`src/hdl/gplr_pkg.sv`:
```
// Shared types and constant codes for the game-pad link responder.
package gplr_pkg;

    typedef logic [7:0] t_byte;

    // One host exchange together with a snapshot of the pad inputs.
    typedef struct packed {
        logic  kind;
        t_byte host_byte;
        t_byte pad_low;
        t_byte pad_high;
        t_byte right_x;
        t_byte right_y;
        t_byte left_x;
        t_byte left_y;
        t_byte left_trigger;
        t_byte right_trigger;
    } t_in_beat;

    // The byte the device drives during the next exchange.
    typedef struct packed {
        logic  reply_valid;
        t_byte reply_byte;
        logic  reply_last;
    } t_out_beat;

    typedef logic [3:0]        t_cmd;
    typedef logic [1:0]        t_mode;
    typedef logic [4:0]        t_phase;
    typedef logic [5:0][7:0]   t_motor_map;
    typedef logic [3:0][7:0]   t_pres_en;
    typedef logic [7:0][7:0]   t_pad_latch;

    // Internal command codes.
    localparam t_cmd CMD_NONE            = 4'd0;
    localparam t_cmd CMD_PRES_CFG        = 4'd1;
    localparam t_cmd CMD_ANALOG_QUERY    = 4'd2;
    localparam t_cmd CMD_PAD_READ        = 4'd3;
    localparam t_cmd CMD_CFG_IN_CFG      = 4'd4;
    localparam t_cmd CMD_ANALOG_SW       = 4'd5;
    localparam t_cmd CMD_DEV_INFO        = 4'd6;
    localparam t_cmd CMD_CONST46         = 4'd7;
    localparam t_cmd CMD_CONST47         = 4'd8;
    localparam t_cmd CMD_CONST4C         = 4'd9;
    localparam t_cmd CMD_MOTOR           = 4'd10;
    localparam t_cmd CMD_PRES_EN         = 4'd11;
    localparam t_cmd CMD_CFG_FROM_PAD    = 4'd12;

    // Pad modes.
    localparam t_mode MODE_BUTTONS  = 2'd0;
    localparam t_mode MODE_STICKS   = 2'd1;
    localparam t_mode MODE_PRESSURE = 2'd2;

    // Transaction phases; reply byte k is on the wire in phase k + 2.
    localparam t_phase PHASE_IDLE   = 5'd0;
    localparam t_phase PHASE_CMD    = 5'd1;
    localparam t_phase PHASE_REPLY0 = 5'd2;

    // Reply lengths.
    localparam t_phase LEN_DIGITAL  = 5'd3;
    localparam t_phase LEN_ANALOG   = 5'd7;
    localparam t_phase LEN_PRESSURE = 5'd19;
    localparam t_phase LEN_CONFIG   = 5'd7;

    // Slots of the latched pad snapshot.
    localparam logic [2:0] PAD_LOW           = 3'd0;
    localparam logic [2:0] PAD_HIGH          = 3'd1;
    localparam logic [2:0] PAD_RIGHT_X       = 3'd2;
    localparam logic [2:0] PAD_RIGHT_Y       = 3'd3;
    localparam logic [2:0] PAD_LEFT_X        = 3'd4;
    localparam logic [2:0] PAD_LEFT_Y        = 3'd5;
    localparam logic [2:0] PAD_LEFT_TRIGGER  = 3'd6;
    localparam logic [2:0] PAD_RIGHT_TRIGGER = 3'd7;

    localparam t_byte BYTE_IDLE   = 8'hFF;
    localparam t_byte BYTE_HEADER = 8'h5A;

    // Bytes the host sends on the link.
    localparam t_byte HOST_ADDR            = 8'h01;
    localparam t_byte HOST_PRES_CFG        = 8'h40;
    localparam t_byte HOST_POLL_CFG_STATUS = 8'h41;
    localparam t_byte HOST_POLL            = 8'h42;
    localparam t_byte HOST_CONFIG          = 8'h43;
    localparam t_byte HOST_ANALOG_SW       = 8'h44;
    localparam t_byte HOST_STATUS          = 8'h45;
    localparam t_byte HOST_CONST46         = 8'h46;
    localparam t_byte HOST_CONST47         = 8'h47;
    localparam t_byte HOST_CONST4C         = 8'h4C;
    localparam t_byte HOST_MOTOR           = 8'h4D;
    localparam t_byte HOST_PRES_EN         = 8'h4F;

    // Argument of the analog switch that selects an analog mode.
    localparam t_byte ANALOG_ON = 8'h01;

    // Mode IDs sent back in answer to the address byte.
    localparam t_byte ID_DIGITAL  = 8'h41;
    localparam t_byte ID_ANALOG   = 8'h73;
    localparam t_byte ID_PRESSURE = 8'h79;
    localparam t_byte ID_CONFIG   = 8'hF3;

endpackage

```
`src/hdl/gplr_in_if.sv`:
```
// Valid/ready channel carrying host exchange beats.
interface gplr_in_if;
    logic                valid;
    logic                ready;
    gplr_pkg::t_in_beat  data;

    modport source (output valid, output data, input ready);
    modport sink   (input valid, input data, output ready);
endinterface

```
`src/hdl/gplr_out_if.sv`:
```
// Valid/ready channel carrying reply beats.
interface gplr_out_if;
    logic                valid;
    logic                ready;
    gplr_pkg::t_out_beat data;

    modport source (output valid, output data, input ready);
    modport sink   (input valid, input data, output ready);
endinterface

```
`src/hdl/gplr_in_stage.sv`:
```
// Input register stage that holds one accepted host beat.
module gplr_in_stage (
    input  logic               i_clk,
    input  logic               i_rst_n,
    input  logic               i_in_valid,
    output logic               o_in_ready,
    input  gplr_pkg::t_in_beat i_in_beat,
    output logic               o_valid,
    input  logic               i_take,
    output gplr_pkg::t_in_beat o_beat
);

    logic               r_valid;
    gplr_pkg::t_in_beat r_beat;

    assign o_in_ready = !r_valid || i_take;
    assign o_valid    = r_valid;
    assign o_beat     = r_beat;

    always_ff @(posedge i_clk) begin
        if (!i_rst_n) begin
            r_valid <= 1'b0;
        end else if (i_in_valid && o_in_ready) begin
            r_valid <= 1'b1;
        end else if (i_take) begin
            r_valid <= 1'b0;
        end
    end

    always_ff @(posedge i_clk) begin
        if (i_in_valid && o_in_ready) begin
            r_beat <= i_in_beat;
        end
    end

endmodule

```
`src/hdl/gplr_reply.sv`:
```
// Reply byte selection for a given command, reply index and device state.
module gplr_reply (
    input  gplr_pkg::t_cmd       i_cmd,
    input  gplr_pkg::t_mode      i_mode,
    input  logic                 i_offset_nz,
    input  gplr_pkg::t_motor_map i_motor,
    input  gplr_pkg::t_pad_latch i_pad,
    input  gplr_pkg::t_phase     i_index,
    output gplr_pkg::t_byte      o_byte
);

    // Fixed seven-byte replies, entry 0 at the right; the eighth entry is padding.
    localparam logic [7:0][7:0] T40 =
        {8'h00, 8'h5A, 8'h00, 8'h00, 8'h02, 8'h00, 8'h00, 8'h5A};
    localparam logic [7:0][7:0] T41 =
        {8'h00, 8'h5A, 8'h00, 8'h00, 8'h03, 8'hFF, 8'hFF, 8'h5A};
    localparam logic [7:0][7:0] T45 =
        {8'h00, 8'h00, 8'h01, 8'h02, 8'h00, 8'h02, 8'h03, 8'h5A};
    localparam logic [7:0][7:0] T47 =
        {8'h00, 8'h00, 8'h01, 8'h00, 8'h02, 8'h00, 8'h00, 8'h5A};

    // Pressure bytes four to nine come from the second button byte.
    localparam logic [15:0] PRES_FROM_HIGH = 16'b0000_0011_1111_0000;

    function automatic logic [2:0] pres_bit_of(input logic [3:0] idx);
        logic [2:0] b;
        case (idx)
            4'd0:    b = 3'd5;
            4'd1:    b = 3'd7;
            4'd2:    b = 3'd4;
            4'd3:    b = 3'd6;
            4'd4:    b = 3'd4;
            4'd5:    b = 3'd5;
            4'd6:    b = 3'd6;
            4'd7:    b = 3'd7;
            4'd8:    b = 3'd2;
            4'd9:    b = 3'd3;
            default: b = 3'd0;
        endcase
        return b;
    endfunction

    logic            dig;
    logic            lt7;
    logic [2:0]      tbl_i;
    logic [3:0]      pres_i;
    gplr_pkg::t_byte pres_src;
    gplr_pkg::t_byte frame;

    always_comb begin
        dig      = !(i_mode == gplr_pkg::MODE_STICKS || i_mode == gplr_pkg::MODE_PRESSURE);
        lt7      = i_index < 5'd7;
        tbl_i    = i_index[2:0];
        pres_i   = 4'(i_index - 5'd7);
        pres_src = PRES_FROM_HIGH[pres_i] ? i_pad[gplr_pkg::PAD_HIGH]
                                          : i_pad[gplr_pkg::PAD_LOW];

        // Pad frame: buttons and sticks, then pressures, then triggers.
        if (i_index <= 5'd6) begin
            frame = i_pad[3'(i_index - 5'd1)];
        end else if (i_index <= 5'd16) begin
            frame = pres_src[pres_bit_of(pres_i)] ? 8'h00 : 8'hFF;
        end else if (i_index == 5'd17) begin
            frame = i_pad[gplr_pkg::PAD_LEFT_TRIGGER];
        end else if (i_index == 5'd18) begin
            frame = i_pad[gplr_pkg::PAD_RIGHT_TRIGGER];
        end else begin
            frame = 8'h00;
        end

        o_byte = 8'h00;
        if (i_index >= gplr_pkg::LEN_PRESSURE) begin
            o_byte = 8'h00;
        end else if (i_index == 5'd0) begin
            o_byte = gplr_pkg::BYTE_HEADER;
        end else begin
            case (i_cmd)
                gplr_pkg::CMD_PAD_READ, gplr_pkg::CMD_CFG_FROM_PAD: begin
                    o_byte = frame;
                end
                gplr_pkg::CMD_PRES_CFG: begin
                    o_byte = lt7 ? T40[tbl_i] : 8'h00;
                end
                gplr_pkg::CMD_ANALOG_QUERY: begin
                    o_byte = (dig || !lt7) ? 8'h00 : T41[tbl_i];
                end
                gplr_pkg::CMD_DEV_INFO: begin
                    if (i_index == 5'd3) begin
                        o_byte = dig ? 8'h00 : 8'h01;
                    end else begin
                        o_byte = lt7 ? T45[tbl_i] : 8'h00;
                    end
                end
                gplr_pkg::CMD_CONST46: begin
                    if (i_index == 5'd3) begin
                        o_byte = 8'h01;
                    end else if (i_index == 5'd4) begin
                        o_byte = i_offset_nz ? 8'h01 : 8'h02;
                    end else if (i_index == 5'd5) begin
                        o_byte = i_offset_nz ? 8'h01 : 8'h00;
                    end else if (i_index == 5'd6) begin
                        o_byte = 8'h0F;
                    end
                end
                gplr_pkg::CMD_CONST47: begin
                    o_byte = lt7 ? T47[tbl_i] : 8'h00;
                end
                gplr_pkg::CMD_CONST4C: begin
                    if (i_index == 5'd4) begin
                        o_byte = i_offset_nz ? 8'h07 : 8'h04;
                    end
                end
                gplr_pkg::CMD_MOTOR: begin
                    if (i_index <= 5'd6) begin
                        o_byte = i_motor[3'(i_index - 5'd1)];
                    end
                end
                gplr_pkg::CMD_PRES_EN: begin
                    if (i_index == 5'd6) begin
                        o_byte = gplr_pkg::BYTE_HEADER;
                    end
                end
                default: begin
                    o_byte = 8'h00;
                end
            endcase
        end
    end

endmodule

```
`src/hdl/gplr_engine.sv`:
```
// Transaction state, command handling and the result register.
module gplr_engine (
    input  logic                i_clk,
    input  logic                i_rst_n,
    input  logic                i_valid,
    output logic                o_take,
    input  gplr_pkg::t_in_beat  i_beat,
    output logic                o_out_valid,
    input  logic                i_out_ready,
    output gplr_pkg::t_out_beat o_out
);

    gplr_pkg::t_phase     r_phase,  n_phase;
    gplr_pkg::t_cmd       r_cmd,    n_cmd;
    gplr_pkg::t_mode      r_mode,   n_mode;
    logic                 r_cfg,    n_cfg;
    logic                 r_off_nz, n_off_nz;
    gplr_pkg::t_motor_map r_motor,  n_motor;
    gplr_pkg::t_pres_en   r_pres,   n_pres;
    gplr_pkg::t_pad_latch r_pad,    n_pad;
    logic                 r_out_valid;
    gplr_pkg::t_out_beat  r_out,    n_out;

    logic                 take;
    logic                 any_pres;
    gplr_pkg::t_phase     k;
    gplr_pkg::t_phase     j;
    gplr_pkg::t_phase     len;
    gplr_pkg::t_byte      reply;

    function automatic gplr_pkg::t_cmd decode(input gplr_pkg::t_byte h, input logic cfg);
        gplr_pkg::t_cmd c;
        case (h)
            gplr_pkg::HOST_PRES_CFG:        c = gplr_pkg::CMD_PRES_CFG;
            gplr_pkg::HOST_POLL_CFG_STATUS: c = gplr_pkg::CMD_ANALOG_QUERY;
            gplr_pkg::HOST_ANALOG_SW:       c = gplr_pkg::CMD_ANALOG_SW;
            gplr_pkg::HOST_STATUS:          c = gplr_pkg::CMD_DEV_INFO;
            gplr_pkg::HOST_CONST46:         c = gplr_pkg::CMD_CONST46;
            gplr_pkg::HOST_CONST47:         c = gplr_pkg::CMD_CONST47;
            gplr_pkg::HOST_CONST4C:         c = gplr_pkg::CMD_CONST4C;
            gplr_pkg::HOST_MOTOR:           c = gplr_pkg::CMD_MOTOR;
            gplr_pkg::HOST_PRES_EN:         c = gplr_pkg::CMD_PRES_EN;
            default:                        c = gplr_pkg::CMD_NONE;
        endcase
        if (!cfg) begin
            c = gplr_pkg::CMD_NONE;
        end
        if (h == gplr_pkg::HOST_POLL) begin
            c = gplr_pkg::CMD_PAD_READ;
        end else if (h == gplr_pkg::HOST_CONFIG) begin
            c = cfg ? gplr_pkg::CMD_CFG_IN_CFG : gplr_pkg::CMD_CFG_FROM_PAD;
        end
        return c;
    endfunction

    function automatic gplr_pkg::t_byte mode_id(input logic cfg, input gplr_pkg::t_mode m);
        gplr_pkg::t_byte id;
        if (cfg) begin
            id = gplr_pkg::ID_CONFIG;
        end else if (m == gplr_pkg::MODE_STICKS) begin
            id = gplr_pkg::ID_ANALOG;
        end else if (m == gplr_pkg::MODE_PRESSURE) begin
            id = gplr_pkg::ID_PRESSURE;
        end else begin
            id = gplr_pkg::ID_DIGITAL;
        end
        return id;
    endfunction

    assign take        = i_valid && (!r_out_valid || i_out_ready);
    assign o_take      = take;
    assign o_out_valid = r_out_valid;
    assign o_out       = r_out;
    assign any_pres    = |r_pres;
    assign k           = r_phase - gplr_pkg::PHASE_REPLY0;
    assign j           = r_phase - gplr_pkg::PHASE_CMD;

    // The next reply byte sees updates made by this host byte.
    gplr_reply u_reply (
        .i_cmd       (r_cmd),
        .i_mode      (n_mode),
        .i_offset_nz (n_off_nz),
        .i_motor     (n_motor),
        .i_pad       (r_pad),
        .i_index     (j),
        .o_byte      (reply)
    );

    always_comb begin
        n_phase  = r_phase;
        n_cmd    = r_cmd;
        n_mode   = r_mode;
        n_cfg    = r_cfg;
        n_off_nz = r_off_nz;
        n_motor  = r_motor;
        n_pres   = r_pres;
        n_pad    = r_pad;
        n_out.reply_valid = 1'b0;
        n_out.reply_byte  = gplr_pkg::BYTE_IDLE;
        n_out.reply_last  = 1'b0;

        // Pad frames never change the mode while they run.
        if ((r_cmd == gplr_pkg::CMD_PAD_READ) || (r_cmd == gplr_pkg::CMD_CFG_FROM_PAD)) begin
            if (r_mode == gplr_pkg::MODE_STICKS) begin
                len = gplr_pkg::LEN_ANALOG;
            end else if (r_mode == gplr_pkg::MODE_PRESSURE) begin
                len = gplr_pkg::LEN_PRESSURE;
            end else begin
                len = gplr_pkg::LEN_DIGITAL;
            end
        end else begin
            len = gplr_pkg::LEN_CONFIG;
        end

        if (i_beat.kind) begin
            n_phase = gplr_pkg::PHASE_IDLE;
            n_cmd   = gplr_pkg::CMD_NONE;
        end else if (r_phase == gplr_pkg::PHASE_IDLE) begin
            if (i_beat.host_byte == gplr_pkg::HOST_ADDR) begin
                n_out.reply_valid = 1'b1;
                n_out.reply_byte  = mode_id(r_cfg, r_mode);
                n_phase           = gplr_pkg::PHASE_CMD;
            end
        end else if (r_phase == gplr_pkg::PHASE_CMD) begin
            n_cmd = decode(i_beat.host_byte, r_cfg);
            if (n_cmd == gplr_pkg::CMD_NONE) begin
                n_phase = gplr_pkg::PHASE_IDLE;
            end else begin
                n_pad[gplr_pkg::PAD_LOW]           = i_beat.pad_low;
                n_pad[gplr_pkg::PAD_HIGH]          = i_beat.pad_high;
                n_pad[gplr_pkg::PAD_RIGHT_X]       = i_beat.right_x;
                n_pad[gplr_pkg::PAD_RIGHT_Y]       = i_beat.right_y;
                n_pad[gplr_pkg::PAD_LEFT_X]        = i_beat.left_x;
                n_pad[gplr_pkg::PAD_LEFT_Y]        = i_beat.left_y;
                n_pad[gplr_pkg::PAD_LEFT_TRIGGER]  = i_beat.left_trigger;
                n_pad[gplr_pkg::PAD_RIGHT_TRIGGER] = i_beat.right_trigger;
                if (n_cmd == gplr_pkg::CMD_PAD_READ) begin
                    n_cfg = 1'b0;
                end
                n_out.reply_valid = 1'b1;
                n_out.reply_byte  = gplr_pkg::BYTE_HEADER;
                n_phase           = gplr_pkg::PHASE_REPLY0;
            end
        end else begin
            // Host byte that arrived with reply byte k.
            case (r_cmd)
                gplr_pkg::CMD_CFG_IN_CFG, gplr_pkg::CMD_CFG_FROM_PAD: begin
                    if (k == 5'd1) begin
                        n_cfg = (i_beat.host_byte != 8'h00);
                    end
                end
                gplr_pkg::CMD_ANALOG_SW: begin
                    if (k == 5'd1) begin
                        if (i_beat.host_byte == gplr_pkg::ANALOG_ON) begin
                            n_mode = any_pres ? gplr_pkg::MODE_PRESSURE
                                              : gplr_pkg::MODE_STICKS;
                        end else begin
                            n_mode = gplr_pkg::MODE_BUTTONS;
                        end
                    end
                end
                gplr_pkg::CMD_CONST46, gplr_pkg::CMD_CONST4C: begin
                    if (k == 5'd1) begin
                        n_off_nz = (i_beat.host_byte != 8'h00);
                    end
                end
                gplr_pkg::CMD_MOTOR: begin
                    if (k >= 5'd1 && k <= 5'd6) begin
                        n_motor[3'(k - 5'd1)] = i_beat.host_byte;
                    end
                end
                gplr_pkg::CMD_PRES_EN: begin
                    if (k >= 5'd1 && k <= 5'd4) begin
                        n_pres[2'(k - 5'd1)] = i_beat.host_byte;
                    end
                    if (k == 5'd6) begin
                        n_mode = any_pres ? gplr_pkg::MODE_PRESSURE : gplr_pkg::MODE_STICKS;
                    end
                end
                default: begin
                end
            endcase

            if (j < len) begin
                n_out.reply_valid = 1'b1;
                n_out.reply_byte  = reply;
                n_out.reply_last  = (5'(j + 5'd1) == len);
                n_phase           = r_phase + 5'd1;
            end else begin
                n_phase = gplr_pkg::PHASE_IDLE;
                n_cmd   = gplr_pkg::CMD_NONE;
            end
        end
    end

    always_ff @(posedge i_clk) begin
        if (!i_rst_n) begin
            r_phase     <= gplr_pkg::PHASE_IDLE;
            r_cmd       <= gplr_pkg::CMD_NONE;
            r_mode      <= gplr_pkg::MODE_BUTTONS;
            r_cfg       <= 1'b0;
            r_off_nz    <= 1'b0;
            r_motor     <= {6{8'hFF}};
            r_pres      <= '0;
            r_pad       <= {8'h00, 8'h00, 8'h80, 8'h80, 8'h80, 8'h80, 8'hFF, 8'hFF};
            r_out_valid <= 1'b0;
        end else begin
            if (take) begin
                r_phase  <= n_phase;
                r_cmd    <= n_cmd;
                r_mode   <= n_mode;
                r_cfg    <= n_cfg;
                r_off_nz <= n_off_nz;
                r_motor  <= n_motor;
                r_pres   <= n_pres;
                r_pad    <= n_pad;
            end
            if (take) begin
                r_out_valid <= 1'b1;
            end else if (i_out_ready) begin
                r_out_valid <= 1'b0;
            end
        end
    end

    always_ff @(posedge i_clk) begin
        if (take) begin
            r_out <= n_out;
        end
    end

    // An idle reply always carries the idle byte and no last flag.
    a_idle_byte: assert property (@(posedge i_clk) disable iff (!i_rst_n)
        (r_out_valid && !r_out.reply_valid) |->
            (r_out.reply_byte == gplr_pkg::BYTE_IDLE && !r_out.reply_last))
        else $error("idle reply with non-idle payload");

    // A reply never runs past the longest pad frame.
    a_phase_range: assert property (@(posedge i_clk) disable iff (!i_rst_n)
        r_phase <= 5'd20)
        else $error("phase out of range");

    // An abort always returns the transaction to idle.
    a_abort_idle: assert property (@(posedge i_clk) disable iff (!i_rst_n)
        (take && i_beat.kind) |=>
            (r_phase == gplr_pkg::PHASE_IDLE && r_cmd == gplr_pkg::CMD_NONE))
        else $error("abort did not clear the transaction");

    // The unused mode code is never entered.
    a_mode_code: assert property (@(posedge i_clk) disable iff (!i_rst_n)
        r_mode != 2'd3)
        else $error("unused pad mode reached");

    // A reply in progress always has a command behind it.
    a_reply_cmd: assert property (@(posedge i_clk) disable iff (!i_rst_n)
        (r_phase >= gplr_pkg::PHASE_REPLY0) |-> (r_cmd != gplr_pkg::CMD_NONE))
        else $error("reply phase without command");

endmodule

```
`src/hdl/game_pad_link_responder_unit.sv`:
```
// Top level of the game-pad link responder: input register, engine and result register.
//
//   Channel | Direction | Beat contents
//   --------+-----------+-----------------------------------------------------
//   i_in    | in        | kind, host_byte, pad_low/high, sticks, triggers
//   o_out   | out       | reply_valid, reply_byte, reply_last
//
// Every input beat produces exactly one output beat. An accepted beat sits in the
// input register while the engine decodes it, and the result register captures its
// reply when the engine takes the beat; one beat per cycle is sustained while o_out
// does not stall. The result register advances whenever it is empty or its beat is
// taken; during a stall on o_out the input register takes one more beat and then
// i_in.ready drops. Reset is synchronous and active low; it returns the link to
// idle, digital mode, config off and the motor map to 0xFF.
module game_pad_link_responder_unit (
    input  logic        i_clk,
    input  logic        i_rst_n,
    gplr_in_if.sink     i_in,
    gplr_out_if.source  o_out
);

    // Registered host beat handed from the input stage to the engine.
    logic               s1_valid;
    logic               s1_take;
    gplr_pkg::t_in_beat s1_beat;

    gplr_in_stage u_in_stage (
        .i_clk      (i_clk),
        .i_rst_n    (i_rst_n),
        .i_in_valid (i_in.valid),
        .o_in_ready (i_in.ready),
        .i_in_beat  (i_in.data),
        .o_valid    (s1_valid),
        .i_take     (s1_take),
        .o_beat     (s1_beat)
    );

    // The engine owns all transaction state and the result register; its transaction
    // state changes only on the cycle it takes a beat from the input stage.
    gplr_engine u_engine (
        .i_clk       (i_clk),
        .i_rst_n     (i_rst_n),
        .i_valid     (s1_valid),
        .o_take      (s1_take),
        .i_beat      (s1_beat),
        .o_out_valid (o_out.valid),
        .i_out_ready (o_out.ready),
        .o_out       (o_out.data)
    );

endmodule

```
`src/flat_wrapper.sv`:
```
// flat-port wrapper written by rule: the top's interface ports become plain ports
module game_pad_link_responder_unit_flat 
  (i_clk, i_rst_n, i_in_valid, i_in_data, i_in_ready, o_out_valid, o_out_data, o_out_ready);
  gplr_in_if i_in_i ();
  gplr_out_if o_out_i ();
  input  logic i_clk;
  input  logic i_rst_n;
  input wire logic [$bits(i_in_i.valid)-1:0] i_in_valid;
  input wire logic [$bits(i_in_i.data)-1:0] i_in_data;
  output wire logic [$bits(i_in_i.ready)-1:0] i_in_ready;
  output wire logic [$bits(o_out_i.valid)-1:0] o_out_valid;
  output wire logic [$bits(o_out_i.data)-1:0] o_out_data;
  input wire logic [$bits(o_out_i.ready)-1:0] o_out_ready;
  assign i_in_i.valid = i_in_valid;
  assign i_in_i.data = i_in_data;
  assign i_in_ready = i_in_i.ready;
  assign o_out_valid = o_out_i.valid;
  assign o_out_data = o_out_i.data;
  assign o_out_i.ready = o_out_ready;
  game_pad_link_responder_unit u_core (.i_clk(i_clk), .i_rst_n(i_rst_n), .i_in(i_in_i), .o_out(o_out_i));
endmodule
```
`config.mk`:
```
export PLATFORM = sky130hd
export DESIGN_NAME = game_pad_link_responder_unit_flat
export DESIGN_NICKNAME = d
export VERILOG_FILES = /design/src/hdl/gplr_pkg.sv /design/src/hdl/gplr_in_if.sv /design/src/hdl/gplr_out_if.sv /design/src/hdl/gplr_in_stage.sv /design/src/hdl/gplr_reply.sv /design/src/hdl/gplr_engine.sv /design/src/hdl/game_pad_link_responder_unit.sv /design/src/flat_wrapper.sv
export SDC_FILE = /design/constraint.sdc
export NUM_CORES = 1
export LEC_CHECK = 0
export BUFFER_PORTS_ARGS = -buffer_cell sky130_fd_sc_hd__buf_2
export CORE_MARGIN = 4
export CORE_UTILIZATION = 55
export DETAILED_ROUTE_END_ITERATION = 10
export GPL_ROUTABILITY_DRIVEN = 0
export PLACE_DENSITY_LB_ADDON = 0.25
export SYNTH_ARGS = -nofsm -noshare
export SYNTH_HDL_FRONTEND = slang
export SYNTH_SLANG_ARGS = --single-unit
```
`constraint.sdc`:
```
create_clock -name i_clk -period 7.43 [get_ports i_clk]
set_input_delay 1.1145 -clock i_clk [delete_from_list [all_inputs] [get_ports i_clk]]
set_output_delay 1.1145 -clock i_clk [all_outputs]
set_load 0.1 [all_outputs]
```
==> run summary <==
The run finished with clean final reports. The clock period minus final worst setup slack came out at between 4 and 5 ns. The final core utilization is 63.46%. The CTS tree is done. In this run the power spent charging and discharging nets is approximately 0.56 mW. The number of DRC markers after the initial detailed-route iteration is 865.

The post-synthesis instance area came out at 0.01164 mm2. Of all flip-flops after synthesis, the portion carrying an async set or reset was 0%. By startpoint and endpoint, the worst setup path is classified as reg2reg.

Using the TritonRoute via totals, the vias-per-cell ratio works out to 5.934. The worst setup path is launched from a flop. The min-delay analysis places its worst path in the category reg2reg.

The post-cts gate resize count came out at 0. The smallest setup slack after layout is 2.822 ns. The final hold violation count is 0.

The floorplan has 52 rows. The count of filler cells inserted in the layout is 1685. Of all nets on the critical path, the largest fanout is 31. The clock input transition at the sequential cells of the worst setup and hold paths came out at 0.06 ns. The number of hold buffers added after CTS was 0. The number of unique standard cell types used by synthesis is 84.

Among all flip-flop cells after synthesis, the most frequent one is dfxtp_1. The number of top-level pins came out at 89. The data arrival time of the worst path is 4.86 ns. The DRC violation count after routing came out at 0. The worst setup path is captured at a flop. The number of CTS-inserted buffers is 25. The remaining antenna violation count is 0. For this configuration, the core starts out at a cell density of a little under three fifths. Measured against its own limit, the worst slew margin works out to 21.47%. The final layout net count is 1312.

Clock latency on the worst-skew pair, taken at its later pin, is 0.52 ns. During synthesis, Yosys emitted a total of 0 warnings. The proportion of power drawn by the clock network is between 40% and 50%.

The most common library cell in the layout ignoring fill and taps is nand2_1. For this block, the routed nets add up to ~28000 um of wire. The worst supply voltage drop on vdd is about 0.00021 V. Setup repair after global routing left no endpoint under its margin. The number of buffers inserted by port buffering came out at 88. The reported max-cap violation count is 0. In the final layout, the share of cells above drive strength 1 is between 10% and 20%. The period utilization came out at 62.02%. The initial antenna violation count is 0. The leakage power of the design came out at 5.137 nW. The overall via count from detail_route is 8937. For the worst setup path, the data required time is 7.68 ns. Sequential cells account for 51.7% of the total power.

The actual transition at the worst max-transition pin is 1.174 ns. In this run, synthesis inferred 83 flip-flops with an integrated enable. The internal power contribution came out at around 2.2 mW. In the final routed layout, each cell accounts on average for 18.31 um. The mean instance size in the synthesized netlist came out at between 9 and 10 um2.

The detailed placement HPWL came out at 18940 um. The number of global-route vias before repair is 8238. In this run the deepest clock path goes through 3 buffers. The buffer type at the clock tree root is clkbuf_16.

After clock tree synthesis, the setup repair step added 0 buffers. Of the total power, combinational logic draws 2.5%. The highest achievable clock rate is 217.0 MHz. The largest net degree at the start of global routing came out at approximately 100. Global routing finished with a remaining overflow of 0. The first global-routing pass estimated 45030 um of wire. The switching part of the total power is 20.51%. The area added between synthesis and finish came out at 11.75%.

When the netlist entered floorplanning its net count stood at 1265. The top cell types in the final layout, fill and taps aside, are 230 x nand2_1, 159 x dfxtp_1, 87 x buf_2, 83 x mux2i_1, 83 x edfxtp_1. The worst slack at placement came out at 2.928 ns. The antenna diode count is 0. The number of optimization iterations in the first detailed-route pass is 6. In this run the power density over the cells is 210.2 mW/mm2. The clock skew after layout came out at about 0.0061 ns.

The post-synthesis register bit count is 242. CTS built an H-tree with a depth of 1. The summed negative setup slack over all endpoints is 0 ns.

The post-synthesis cell count came out at ~1200. The floorplan step defined a die boundary enclosing 0.02355 mm2. The number of pins with negative max-slew slack in the final report is 0. The area of the core is 0.02049 mm2. The tree built by TritonCTS fans out to 242 sinks. The aggregate global-route resource usage came out at 23.08%. Measured along the y axis, the die boundary spans 153.5 um. Sequential elements use 48.77% of the synthesized area. The final-report setup violation count came out at 0. The horizontal extent of the die is 153.5 um.
-- sequential cells by signal, indices dropped and copies added, names as in the netlist, 2 cells and up --
name,flops
u_core.u_in_stage.o_beat,73
u_core.u_engine.r_pad,64
u_core.u_engine.r_motor,48
u_core.u_engine.r_pres,32
u_core.u_engine.o_out,10
u_core.u_engine.r_phase,5
u_core.u_engine.r_cmd,4
u_core.u_engine.r_mode,2
-- cell families after synthesis --
| family | after synthesis | synth area share (%) |
|---|---|---|
| adders and majority gates | 18 | 1.935 |
| AOI/OAI and AO/OA | 200 | 12.70 |
| muxes | 111 | 12.20 |
| and+or+nand+nor | 491 | 19.75 |
| DFF | 242 | 48.77 |
| buffers and inverters | 99 | 3.516 |
| xor gates and xnor gates | 9 | 1.129 |
-- cells in the mapped netlist (all sizes together), types with 7 or more instances --
library cell	n	area, um2
a21boi	51	394.1
a21oi	25	125.1
a221oi	7	61.31
buf	16	96.34
clkbuf	58	219.0
dfxtp	159	3183
edfxtp	83	2492
ha	18	225.2
inv	23	86.33
mux2i	83	830.8
mux4	24	540.5
nand2	231	867.1
nand3	71	355.3
nand4	8	50.05
nor2	53	206.5
nor2b	48	300.3
nor3	25	125.1
nor4	14	87.58
o211ai	18	140.1
o21ai	33	165.2
o22ai	15	93.84
o31ai	7	57.55
-- final cells by class --
class | count | area, um2 | share of cell area, %
clock buffers | 35 | 723.2 | 5.561
clock inverters | 11 | 118.9 | 0.9140
inverters | 25 | 93.84 | 0.7216
multi-input cells | 829 | 5568 | 42.81
flip-flops and latches | 242 | 5675 | 43.64
well taps | 270 | 337.8 | 2.598
repair buffers | 94 | 488.0 | 3.752
-- critical path, stage by stage (launching register included) --
cell      delay [ns]
dfxtp_1         0.30
buf_4           0.27
inv_1           0.10
buf_4           0.37
ha_1            0.44
xor2_2          0.52
inv_2           0.25
o21ai_0         0.22
mux2i_1         0.13
or3_1           0.51
mux2i_1         0.19
a311o_1         0.40
a311oi_4        0.47
o21ai_1         0.16
-- power by group through the flow --
stage                     Combinational, mW  Clock (mW)  Sequential, mW
after global placement               0.0684           0            1.44
after detailed placement             0.0694           0            1.44
final                                0.0696        1.25            1.41
after CTS                            0.0700        1.27            1.41
after global routing                 0.0770        1.34            1.42
after floorplan                      0.0404           0            1.44
-- through the flow --
| stage | instances | power, mW | area (um2) | hold slack, ns |
|---|---|---|---|---|
| 2_1_floorplan | 1170 | 1.478 | 11640 | 0.4277 |
| 3_3_place_gp | 1460 | 1.511 | 12160 | 0.4465 |
| 4_1_cts | 1506 | 2.758 | 13010 | 0.4578 |
| 3_5_place_dp | 1460 | 1.512 | 12160 | 0.4452 |
| 6_report | 1506 | 2.734 | 13010 | 0.4523 |
| 5_1_grt | 1506 | 2.829 | 13010 | 0.4748 |
-- per-layer routing --
metal  GRT usage (%)  share of wire (%)  up-vias
li1                -                  -     4293
met1           34.69                 45     4206
met2           34.77                 45      377
met3           3.647                7.4       61
met4           6.560                3.1        0
met5               0                  0        -
-- path summary, 6_finish.rpt --
path	startpoint	endpoint	slack [ns]	depth (start not counted)
worst max-delay path	u_core.u_engine.r_phase[0]	u_core.u_engine.o_out[5]	2.82	13
worst min-delay path	u_core.u_engine.r_pad[19]	u_core.u_engine.r_pad[19]	0.45	2
worst max register to register	u_core.u_engine.r_phase[0]	u_core.u_engine.o_out[5]	2.82	13
worst min register to register	u_core.u_engine.r_pad[19]	u_core.u_engine.r_pad[19]	0.45	2
No activity file was read; power rests on OpenSTA's default activity.
